$ cat src/rtl/core/keyed_count_deque_assert.svh
// Assertion macros for the keyed count deque.
`ifndef KEYED_COUNT_DEQUE_ASSERT_SVH
`define KEYED_COUNT_DEQUE_ASSERT_SVH
`ifndef NO_ASSERTIONS
`define KCD_ASSERT_IMP(lbl, clk, rst_n, ante, cons, msg) \
    lbl: assert property (@(posedge clk) disable iff (!rst_n) (ante) |-> (cons)) \
        else $error(msg);
`define KCD_ASSERT_NXT(lbl, clk, rst_n, ante, cons, msg) \
    lbl: assert property (@(posedge clk) disable iff (!rst_n) (ante) |=> (cons)) \
        else $error(msg);
`else
`define KCD_ASSERT_IMP(lbl, clk, rst_n, ante, cons, msg)
`define KCD_ASSERT_NXT(lbl, clk, rst_n, ante, cons, msg)
`endif
`endif

$ cat src/rtl/core/kcd_pkg.sv
// Types and constants shared by the keyed count deque.
package kcd_pkg;

    localparam int KEY_W = 16;
    localparam int QTY_W = 16;
    localparam int ENTRY_W = KEY_W + QTY_W;

    localparam logic [2:0] CMD_PUSH_BACK  = 3'd0;
    localparam logic [2:0] CMD_PUSH_FRONT = 3'd1;
    localparam logic [2:0] CMD_POP_FRONT  = 3'd2;
    localparam logic [2:0] CMD_POP_BACK   = 3'd3;
    localparam logic [2:0] CMD_STATUS     = 3'd4;

    localparam logic [31:0] SUM_MAX   = 32'd4194303;
    localparam logic [31:0] COUNT_MAX = 32'd127;

    typedef struct packed {
        logic [KEY_W-1:0] key;
        logic [QTY_W-1:0] quantity;
    } entry_t;

endpackage

$ cat src/rtl/core/kcd_ram.sv
// Generic simple dual-port RAM with registered read.
module kcd_ram #(
    parameter int WIDTH = 32,
    parameter int DEPTH = 64
) (
    input  logic                     clk,
    input  logic                     we,
    input  logic [$clog2(DEPTH)-1:0] waddr,
    input  logic [WIDTH-1:0]         wdata,
    input  logic [$clog2(DEPTH)-1:0] raddr,
    output logic [WIDTH-1:0]         rdata
);

    logic [WIDTH-1:0] mem [DEPTH];
    logic [WIDTH-1:0] rdata_reg;

    always_ff @(posedge clk)
    begin
        if (we)
        begin
            mem[waddr] <= wdata;
        end
        rdata_reg <= mem[raddr];
    end

    assign rdata = rdata_reg;

endmodule

$ cat src/rtl/core/keyed_count_deque.sv
// Keyed count deque: bounded double-ended queue with sum and top-quantity key.
// An accepted command passes through the scan state, reading the N entries held after the step,
// then the out state, where done pulses; a new command is taken only when busy is low. The scan
// reads one slot per cycle through the single read port of the entry RAM.
// Reset clears pointers, count and sum at once; the entry RAM is not cleared and needs no pass.
// Results cannot be stalled: done is high for a single cycle, and the results stay on the ports until the next accept.
`include "keyed_count_deque_assert.svh"

module keyed_count_deque #(
    parameter int DEPTH = 64
) (
    input  logic        clk,
    input  logic        rst_n,
    input  logic        start,
    output logic        busy,
    input  logic [2:0]  command,
    input  logic [15:0] new_key,
    input  logic [15:0] new_quantity,
    output logic        done,
    output logic [15:0] popped_key,
    output logic [15:0] popped_quantity,
    output logic        empty_error,
    output logic        full_error,
    output logic [6:0]  entry_total,
    output logic [21:0] quantity_sum,
    output logic [15:0] top_key,
    output logic        top_valid
);

    localparam int AW = (DEPTH > 1) ? $clog2(DEPTH) : 1;
    localparam int CW = $clog2(DEPTH + 1);
    localparam int SW = kcd_pkg::QTY_W + CW;

    localparam logic [1:0] ST_IDLE = 2'd0;
    localparam logic [1:0] ST_SCAN = 2'd1;
    localparam logic [1:0] ST_OUT  = 2'd2;

    logic [1:0]    state_reg, state_next;
    logic [AW-1:0] front_reg, front_next;
    logic [CW-1:0] count_reg, count_next;
    logic [SW-1:0] sum_reg, sum_next;
    logic [CW-1:0] scan_idx_reg, scan_idx_next;
    logic          pop_rd_reg, pop_rd_next;
    logic          cmp_rd_reg, cmp_rd_next;
    logic          cmp_first_reg, cmp_first_next;
    logic          empty_err_reg, empty_err_next;
    logic          full_err_reg, full_err_next;
    logic [15:0]   popped_key_reg, popped_key_next;
    logic [15:0]   popped_qty_reg, popped_qty_next;
    logic [15:0]   best_key_reg, best_key_next;
    logic [15:0]   best_qty_reg, best_qty_next;

    logic            ram_we;
    logic [AW-1:0]   ram_waddr;
    logic [AW-1:0]   ram_raddr;
    kcd_pkg::entry_t ram_wentry;
    kcd_pkg::entry_t ram_rentry;
    logic [kcd_pkg::ENTRY_W-1:0] ram_rdata;

    logic          is_push;
    logic          is_pop;
    logic [AW-1:0] front_dec;
    logic [AW-1:0] front_inc;
    logic [31:0]   sum_wide;
    logic [31:0]   count_wide;

    function automatic logic [AW-1:0] slot_of(input logic [AW-1:0] base,
                                              input logic [CW-1:0] off);
        logic [CW:0] s;
        s = (CW+1)'(base) + (CW+1)'(off);
        if (s >= (CW+1)'(DEPTH))
        begin
            s = s - (CW+1)'(DEPTH);
        end
        return s[AW-1:0];
    endfunction

    kcd_ram #(
        .WIDTH (kcd_pkg::ENTRY_W),
        .DEPTH (DEPTH)
    ) u_entry_ram (
        .clk   (clk),
        .we    (ram_we),
        .waddr (ram_waddr),
        .wdata (ram_wentry),
        .raddr (ram_raddr),
        .rdata (ram_rdata)
    );

    assign ram_rentry = kcd_pkg::entry_t'(ram_rdata);
    assign ram_wentry = '{key: new_key, quantity: new_quantity};

    assign is_push = (command == kcd_pkg::CMD_PUSH_BACK) || (command == kcd_pkg::CMD_PUSH_FRONT);
    assign is_pop  = (command == kcd_pkg::CMD_POP_FRONT) || (command == kcd_pkg::CMD_POP_BACK);
    assign front_dec = (front_reg == '0) ? AW'(DEPTH - 1) : front_reg - 1'b1;
    assign front_inc = (front_reg == AW'(DEPTH - 1)) ? '0 : front_reg + 1'b1;

    always_comb
    begin
        state_next      = state_reg;
        front_next      = front_reg;
        count_next      = count_reg;
        sum_next        = sum_reg;
        scan_idx_next   = scan_idx_reg;
        pop_rd_next     = pop_rd_reg;
        cmp_rd_next     = cmp_rd_reg;
        cmp_first_next  = cmp_first_reg;
        empty_err_next  = empty_err_reg;
        full_err_next   = full_err_reg;
        popped_key_next = popped_key_reg;
        popped_qty_next = popped_qty_reg;
        best_key_next   = best_key_reg;
        best_qty_next   = best_qty_reg;
        ram_we          = 1'b0;
        ram_waddr       = slot_of(front_reg, count_reg);
        ram_raddr       = front_reg;

        unique case (state_reg)
            ST_IDLE:
            begin
                if (start)
                begin
                    empty_err_next  = 1'b0;
                    full_err_next   = 1'b0;
                    popped_key_next = '0;
                    popped_qty_next = '0;
                    pop_rd_next     = 1'b0;
                    cmp_rd_next     = 1'b0;
                    scan_idx_next   = '0;
                    state_next      = ST_SCAN;
                    if (is_push)
                    begin
                        if (count_reg == CW'(DEPTH))
                        begin
                            full_err_next = 1'b1;
                        end
                        else
                        begin
                            ram_we = 1'b1;
                            if (command == kcd_pkg::CMD_PUSH_FRONT)
                            begin
                                front_next = front_dec;
                                ram_waddr  = front_dec;
                            end
                            count_next = count_reg + 1'b1;
                            sum_next   = sum_reg + SW'(new_quantity);
                        end
                    end
                    else if (is_pop)
                    begin
                        if (count_reg == '0)
                        begin
                            empty_err_next = 1'b1;
                        end
                        else
                        begin
                            if (command == kcd_pkg::CMD_POP_FRONT)
                            begin
                                ram_raddr  = front_reg;
                                front_next = front_inc;
                            end
                            else
                            begin
                                ram_raddr = slot_of(front_reg, count_reg - 1'b1);
                            end
                            count_next  = count_reg - 1'b1;
                            pop_rd_next = 1'b1;
                        end
                    end
                end
            end
            ST_SCAN:
            begin
                // The popped entry lands as the scan state opens, ahead of all scan data.
                if (pop_rd_reg)
                begin
                    popped_key_next = ram_rentry.key;
                    popped_qty_next = ram_rentry.quantity;
                    sum_next        = sum_reg - SW'(ram_rentry.quantity);
                    pop_rd_next     = 1'b0;
                end
                if (cmp_rd_reg && (cmp_first_reg || (ram_rentry.quantity > best_qty_reg)))
                begin
                    best_key_next = ram_rentry.key;
                    best_qty_next = ram_rentry.quantity;
                end
                if (scan_idx_reg != count_reg)
                begin
                    ram_raddr      = slot_of(front_reg, scan_idx_reg);
                    cmp_rd_next    = 1'b1;
                    cmp_first_next = (scan_idx_reg == '0);
                    scan_idx_next  = scan_idx_reg + 1'b1;
                end
                else
                begin
                    cmp_rd_next = 1'b0;
                    state_next  = ST_OUT;
                end
            end
            ST_OUT:
            begin
                state_next = ST_IDLE;
            end
            default:
            begin
                state_next = ST_IDLE;
            end
        endcase
    end

    always_ff @(posedge clk or negedge rst_n)
    begin
        if (!rst_n)
        begin
            state_reg     <= ST_IDLE;
            front_reg     <= '0;
            count_reg     <= '0;
            sum_reg       <= '0;
            scan_idx_reg  <= '0;
            pop_rd_reg    <= 1'b0;
            cmp_rd_reg    <= 1'b0;
            cmp_first_reg <= 1'b0;
            empty_err_reg <= 1'b0;
            full_err_reg  <= 1'b0;
        end
        else
        begin
            state_reg     <= state_next;
            front_reg     <= front_next;
            count_reg     <= count_next;
            sum_reg       <= sum_next;
            scan_idx_reg  <= scan_idx_next;
            pop_rd_reg    <= pop_rd_next;
            cmp_rd_reg    <= cmp_rd_next;
            cmp_first_reg <= cmp_first_next;
            empty_err_reg <= empty_err_next;
            full_err_reg  <= full_err_next;
        end
    end

    always_ff @(posedge clk)
    begin
        popped_key_reg <= popped_key_next;
        popped_qty_reg <= popped_qty_next;
        best_key_reg   <= best_key_next;
        best_qty_reg   <= best_qty_next;
    end

    assign sum_wide   = 32'(sum_reg);
    assign count_wide = 32'(count_reg);

    assign busy            = (state_reg != ST_IDLE);
    assign done            = (state_reg == ST_OUT);
    assign popped_key      = popped_key_reg;
    assign popped_quantity = popped_qty_reg;
    assign empty_error     = empty_err_reg;
    assign full_error      = full_err_reg;
    assign entry_total     = (count_wide > kcd_pkg::COUNT_MAX) ? 7'(kcd_pkg::COUNT_MAX)
                                                               : count_wide[6:0];
    assign quantity_sum    = (sum_wide > kcd_pkg::SUM_MAX) ? 22'(kcd_pkg::SUM_MAX)
                                                           : sum_wide[21:0];
    assign top_valid       = (count_reg != '0);
    assign top_key         = top_valid ? best_key_reg : '0;

    `KCD_ASSERT_IMP(a_count_bound, clk, rst_n, 1'b1, count_reg <= CW'(DEPTH), "count over depth")
    `KCD_ASSERT_IMP(a_front_bound, clk, rst_n, 1'b1, front_reg <= AW'(DEPTH - 1), "front out of range")
    `KCD_ASSERT_NXT(a_accept_busy, clk, rst_n, start && !busy, busy && !done, "accept not busy")
    `KCD_ASSERT_NXT(a_done_single, clk, rst_n, done, !done && !busy, "done held over")
    `KCD_ASSERT_IMP(a_pop_in_scan, clk, rst_n, pop_rd_reg, state_reg == ST_SCAN, "pop data lost")
    `KCD_ASSERT_IMP(a_err_excl, clk, rst_n, done, !(full_error && empty_error), "both errors set")

endmodule
$ cat config.mk
export PLATFORM = sky130hd
export DESIGN_NAME = keyed_count_deque
export DESIGN_NICKNAME = d
export VERILOG_FILES = /design/src/rtl/core/kcd_pkg.sv /design/src/rtl/core/kcd_ram.sv /design/src/rtl/core/keyed_count_deque.sv
export VERILOG_INCLUDE_DIRS = /design/src /design/src/rtl/core
export SDC_FILE = /design/constraint.sdc
export NUM_CORES = 2
export LEC_CHECK = 0
export BUFFER_PORTS_ARGS = -buffer_cell sky130_fd_sc_hd__buf_2
export CAP_MARGIN = 20
export CELL_PAD_IN_SITES_DETAIL_PLACEMENT = 0
export CELL_PAD_IN_SITES_GLOBAL_PLACEMENT = 2
export CORE_UTILIZATION = 25
export CTS_CLUSTER_DIAMETER = 80
export DETAILED_ROUTE_END_ITERATION = 12
export GPL_ROUTABILITY_DRIVEN = 0
export GPL_TIMING_DRIVEN = 0
export PLACE_DENSITY = 0.47
export SLEW_MARGIN = 40
export SYNTH_ARGS = -nofsm -noshare
export SYNTH_HDL_FRONTEND = slang
export SYNTH_SLANG_ARGS = --single-unit
$ cat constraint.sdc
create_clock -name clk -period 9.7 [get_ports clk]
set_clock_uncertainty 0.05 [all_clocks]
set_input_delay 2.91 -clock clk [delete_from_list [all_inputs] [get_ports clk]]
set_output_delay 2.91 -clock clk [all_outputs]
set_load 0.005 [all_outputs]
==> metrics <==
via count=58200; CP startpoint kind=primary input; Final nets=7500; Die ar.=360000 µm²; max-cap viol count=0; Final ANT Viol Nets=0; I/O Pins=120; Post-synth EDFFs=2112; initial antenna violation count=62; Cell variety after synth=68; Post-Syn Area per Cell=13.1 µm²; Hold Vio Cnt, Final=0; crit path kind=in -> reg; Worst-Margin Slew=1010 ps; CTS H-tree depth=5; worst hold-check path type=reg -> reg; run status=finished, violations left; first-pass GRT wire length=489000 µm; period utilization=84.6%; Mapped Area=89500 µm²; Main synth FF type=edfxtp_1; core box area=356000 µm²; share of cells above drive strength 1=12.9%; Yosys Warn Count=0; Worst Setup End Kind=flop; clk root buf=clkbuf_16; clock sinks=2194; Yosys reg bits=2194; Syn Nets=6923; Mapped Cells=6819; Routed WL per cell=28.9 µm; CTS tree=yes; Post CTS Setup Buffer Count=0; Initial Util=25.1%; Worst Path Arrival=8880 ps; DRT iter0 DRCs=4926; Vias/cell=4.68; Worst-path clk slew=60 ps; Hold Slack=371 ps; highest clock rate=122 MHz; Synth-to-Final Area Change=22.2%; number of flip-flops in the largest register=2048; DRT Wirelength=359000 µm; dpl cells=11900; DRC viols=30; RSZ-0062 raised after global routing=false; sequential fraction of the synthesis area=73.0%; largest net degree at the start of global routing=65; minimum clock period=8200 ps; detailed placement HPWL=265000 µm; Hold-fix buffers, CTS=0; clk_lat worst skew=910 ps; DIE HEIGHT=600 µm; DIE WIDTH=600 µm; vias in the first global route=57600; endpoints failing setup=0; Site Rows=219; max_slew headroom=31.9%; Slew Limit Fails=0; grt ovf=0; clock tree buffer depth=4; total track usage=19.7%; CTS buffer count=278; I/O Buffers=118; Non-Filler Instances=12400; failing checks=DRC; post-CTS sizing=0; crit-path max FO=11; 1st-pass router iterations=10; fraction of registers with async set/reset=2.28%; critical path required time=10370 ps
-- worst paths after layout --
check / from / endpoint / slack [ps] / cells past startpoint
hold / removal: u_entry_ram.rdata[20]$_DFF_P_ / best_key_reg[4]$_DFFE_PP_ / 370 / 0
max in group asynchronous: rst_n / state_reg[1]$_DFFE_PN0P_ / 7210 / 2
setup reg to reg: count_reg[0]$_DFFE_PN0P_ / u_entry_ram.rdata[24]$_DFF_P_ / 2620 / 16
setup / recovery: start / u_entry_ram.rdata[15]$_DFF_P_ / 1500 / 12
hold reg to reg: u_entry_ram.rdata[20]$_DFF_P_ / best_key_reg[4]$_DFFE_PP_ / 370 / 0
min in group asynchronous: rst_n / sum_reg[22]$_DFFE_PN0P_ / 1890 / 1
-- layout by cell type (no fill, tap or decap), types with 41 or more instances in the layout --
master	n
edfxtp_1	2112
nand2_1	1898
nand3_1	412
and3_1	376
clkbuf_1	296
clkbuf_16	287
a311oi_1	250
buf_2	227
o21ai_0	181
mux2i_1	138
a21oi_1	125
a211oi_1	123
buf_16	80
buf_8	78
diode_2	72
nor2_4	64
clkinv_1	64
ha_1	62
nor2_1	59
and2_1	52
o21ai_1	50
dfrtp_1	50
xnor2_1	44
nand4_1	44
buf_6	42
inv_1	41
-- final cells by class --
class,count,area [µm²]
multi-input combinational,4133,22600
buffer,450,2060
antenna,72,180
clock buffer,363,7560
tap,4751,5940
sequential,2194,65300
clock inverter,125,981
timing repair buffer,297,4520
fill,35700,247000
inverter,42,158
-- per-layer routing --
layer	vias up	GRT usage (%)	part of all wire [%]
met4	4	4.79	2.3
li1	26500	-	-
met5	-	0	0.0075
met2	1458	31.7	46
met1	29800	27.7	47
met3	388	2.75	4.8
-- stage by stage --
step | TNS (ps) | util (%) | cell area (µm²) | setup slack [ps]
global placement | -913770 | 27.0 | 96000 | -1200
global route | 0 | 30.7 | 109000 | 1420
finish | 0 | 30.7 | 109000 | 1500
detailed placement | 0 | 28.3 | 101000 | 531
floorplan | 0 | - | 89500 | 3090
CTS | 0 | 30.7 | 109000 | 1490
-- Yosys cell counts (4+ instances only) --
| cell | count | share of area (%) |
|---|---|---|
| xor2_1 | 29 | 0.28 |
| o31ai_1 | 12 | 0.10 |
| ha_1 | 62 | 0.87 |
| nand3_1 | 414 | 2.3 |
| buf_4 | 22 | 0.18 |
| a21o_1 | 15 | 0.13 |
| a21oi_1 | 127 | 0.71 |
| and3_1 | 376 | 2.6 |
| mux2i_1 | 138 | 1.5 |
| nand2b_1 | 7 | 0.049 |
| clkbuf_1 | 251 | 1.1 |
| xnor2_1 | 45 | 0.44 |
| nand4_1 | 44 | 0.31 |
| dfrtp_1 | 50 | 1.4 |
| o21a_1 | 4 | 0.034 |
| buf_2 | 142 | 0.79 |
| nor2_1 | 126 | 0.53 |
| or4_1 | 33 | 0.28 |
| nand2_1 | 1905 | 8.0 |
| fa_1 | 4 | 0.090 |
| o211ai_1 | 5 | 0.042 |
| inv_1 | 42 | 0.18 |
| buf_1 | 24 | 0.10 |
| buf_6 | 11 | 0.14 |
| dfxtp_1 | 32 | 0.72 |
| o21ai_0 | 226 | 1.3 |
| edfxtp_1 | 2112 | 71 |
| o21ai_1 | 11 | 0.062 |
| and2_1 | 52 | 0.36 |
| or2_2 | 23 | 0.16 |
| a211oi_1 | 123 | 1.0 |
| a311oi_1 | 250 | 2.4 |
| or3_1 | 7 | 0.049 |
| o21bai_1 | 5 | 0.042 |
| nor3_1 | 11 | 0.062 |
| nor4_1 | 6 | 0.042 |
| a31oi_1 | 9 | 0.063 |
| nor2b_1 | 11 | 0.077 |
| a32oi_1 | 4 | 0.039 |
-- worst max-delay path, stage by stage --
cell and delay (ps):
buf_2 130, nand2_1 110, clkbuf_1 510, nand2_1 210
o211ai_4 650, buf_2 730, clkbuf_2 480, clkbuf_1 540
a311oi_1 220, o21ai_1 760, nand4_1 720, or4_1 790
-- kinds of logic (layout without fill, tap and decap cells) --
group | Yosys count | after routing | share of synthesized area, %
AO/OA/AOI/OAI | 826 | 826 | 6.33
adder cells (fa/ha/maj) | 66 | 66 | 0.957
other | 0 | 72 | 0
flip-flops | 2194 | 2194 | 73.0
AND/OR/NAND/NOR | 3026 | 3026 | 15.0
buffers and inverters | 492 | 1277 | 2.45
XOR/XNOR | 74 | 74 | 0.724
multiplexers | 141 | 141 | 1.58
Power is not shown: default switching activity piles up to over one toggle a cycle in this logic, so the estimate is an artifact.
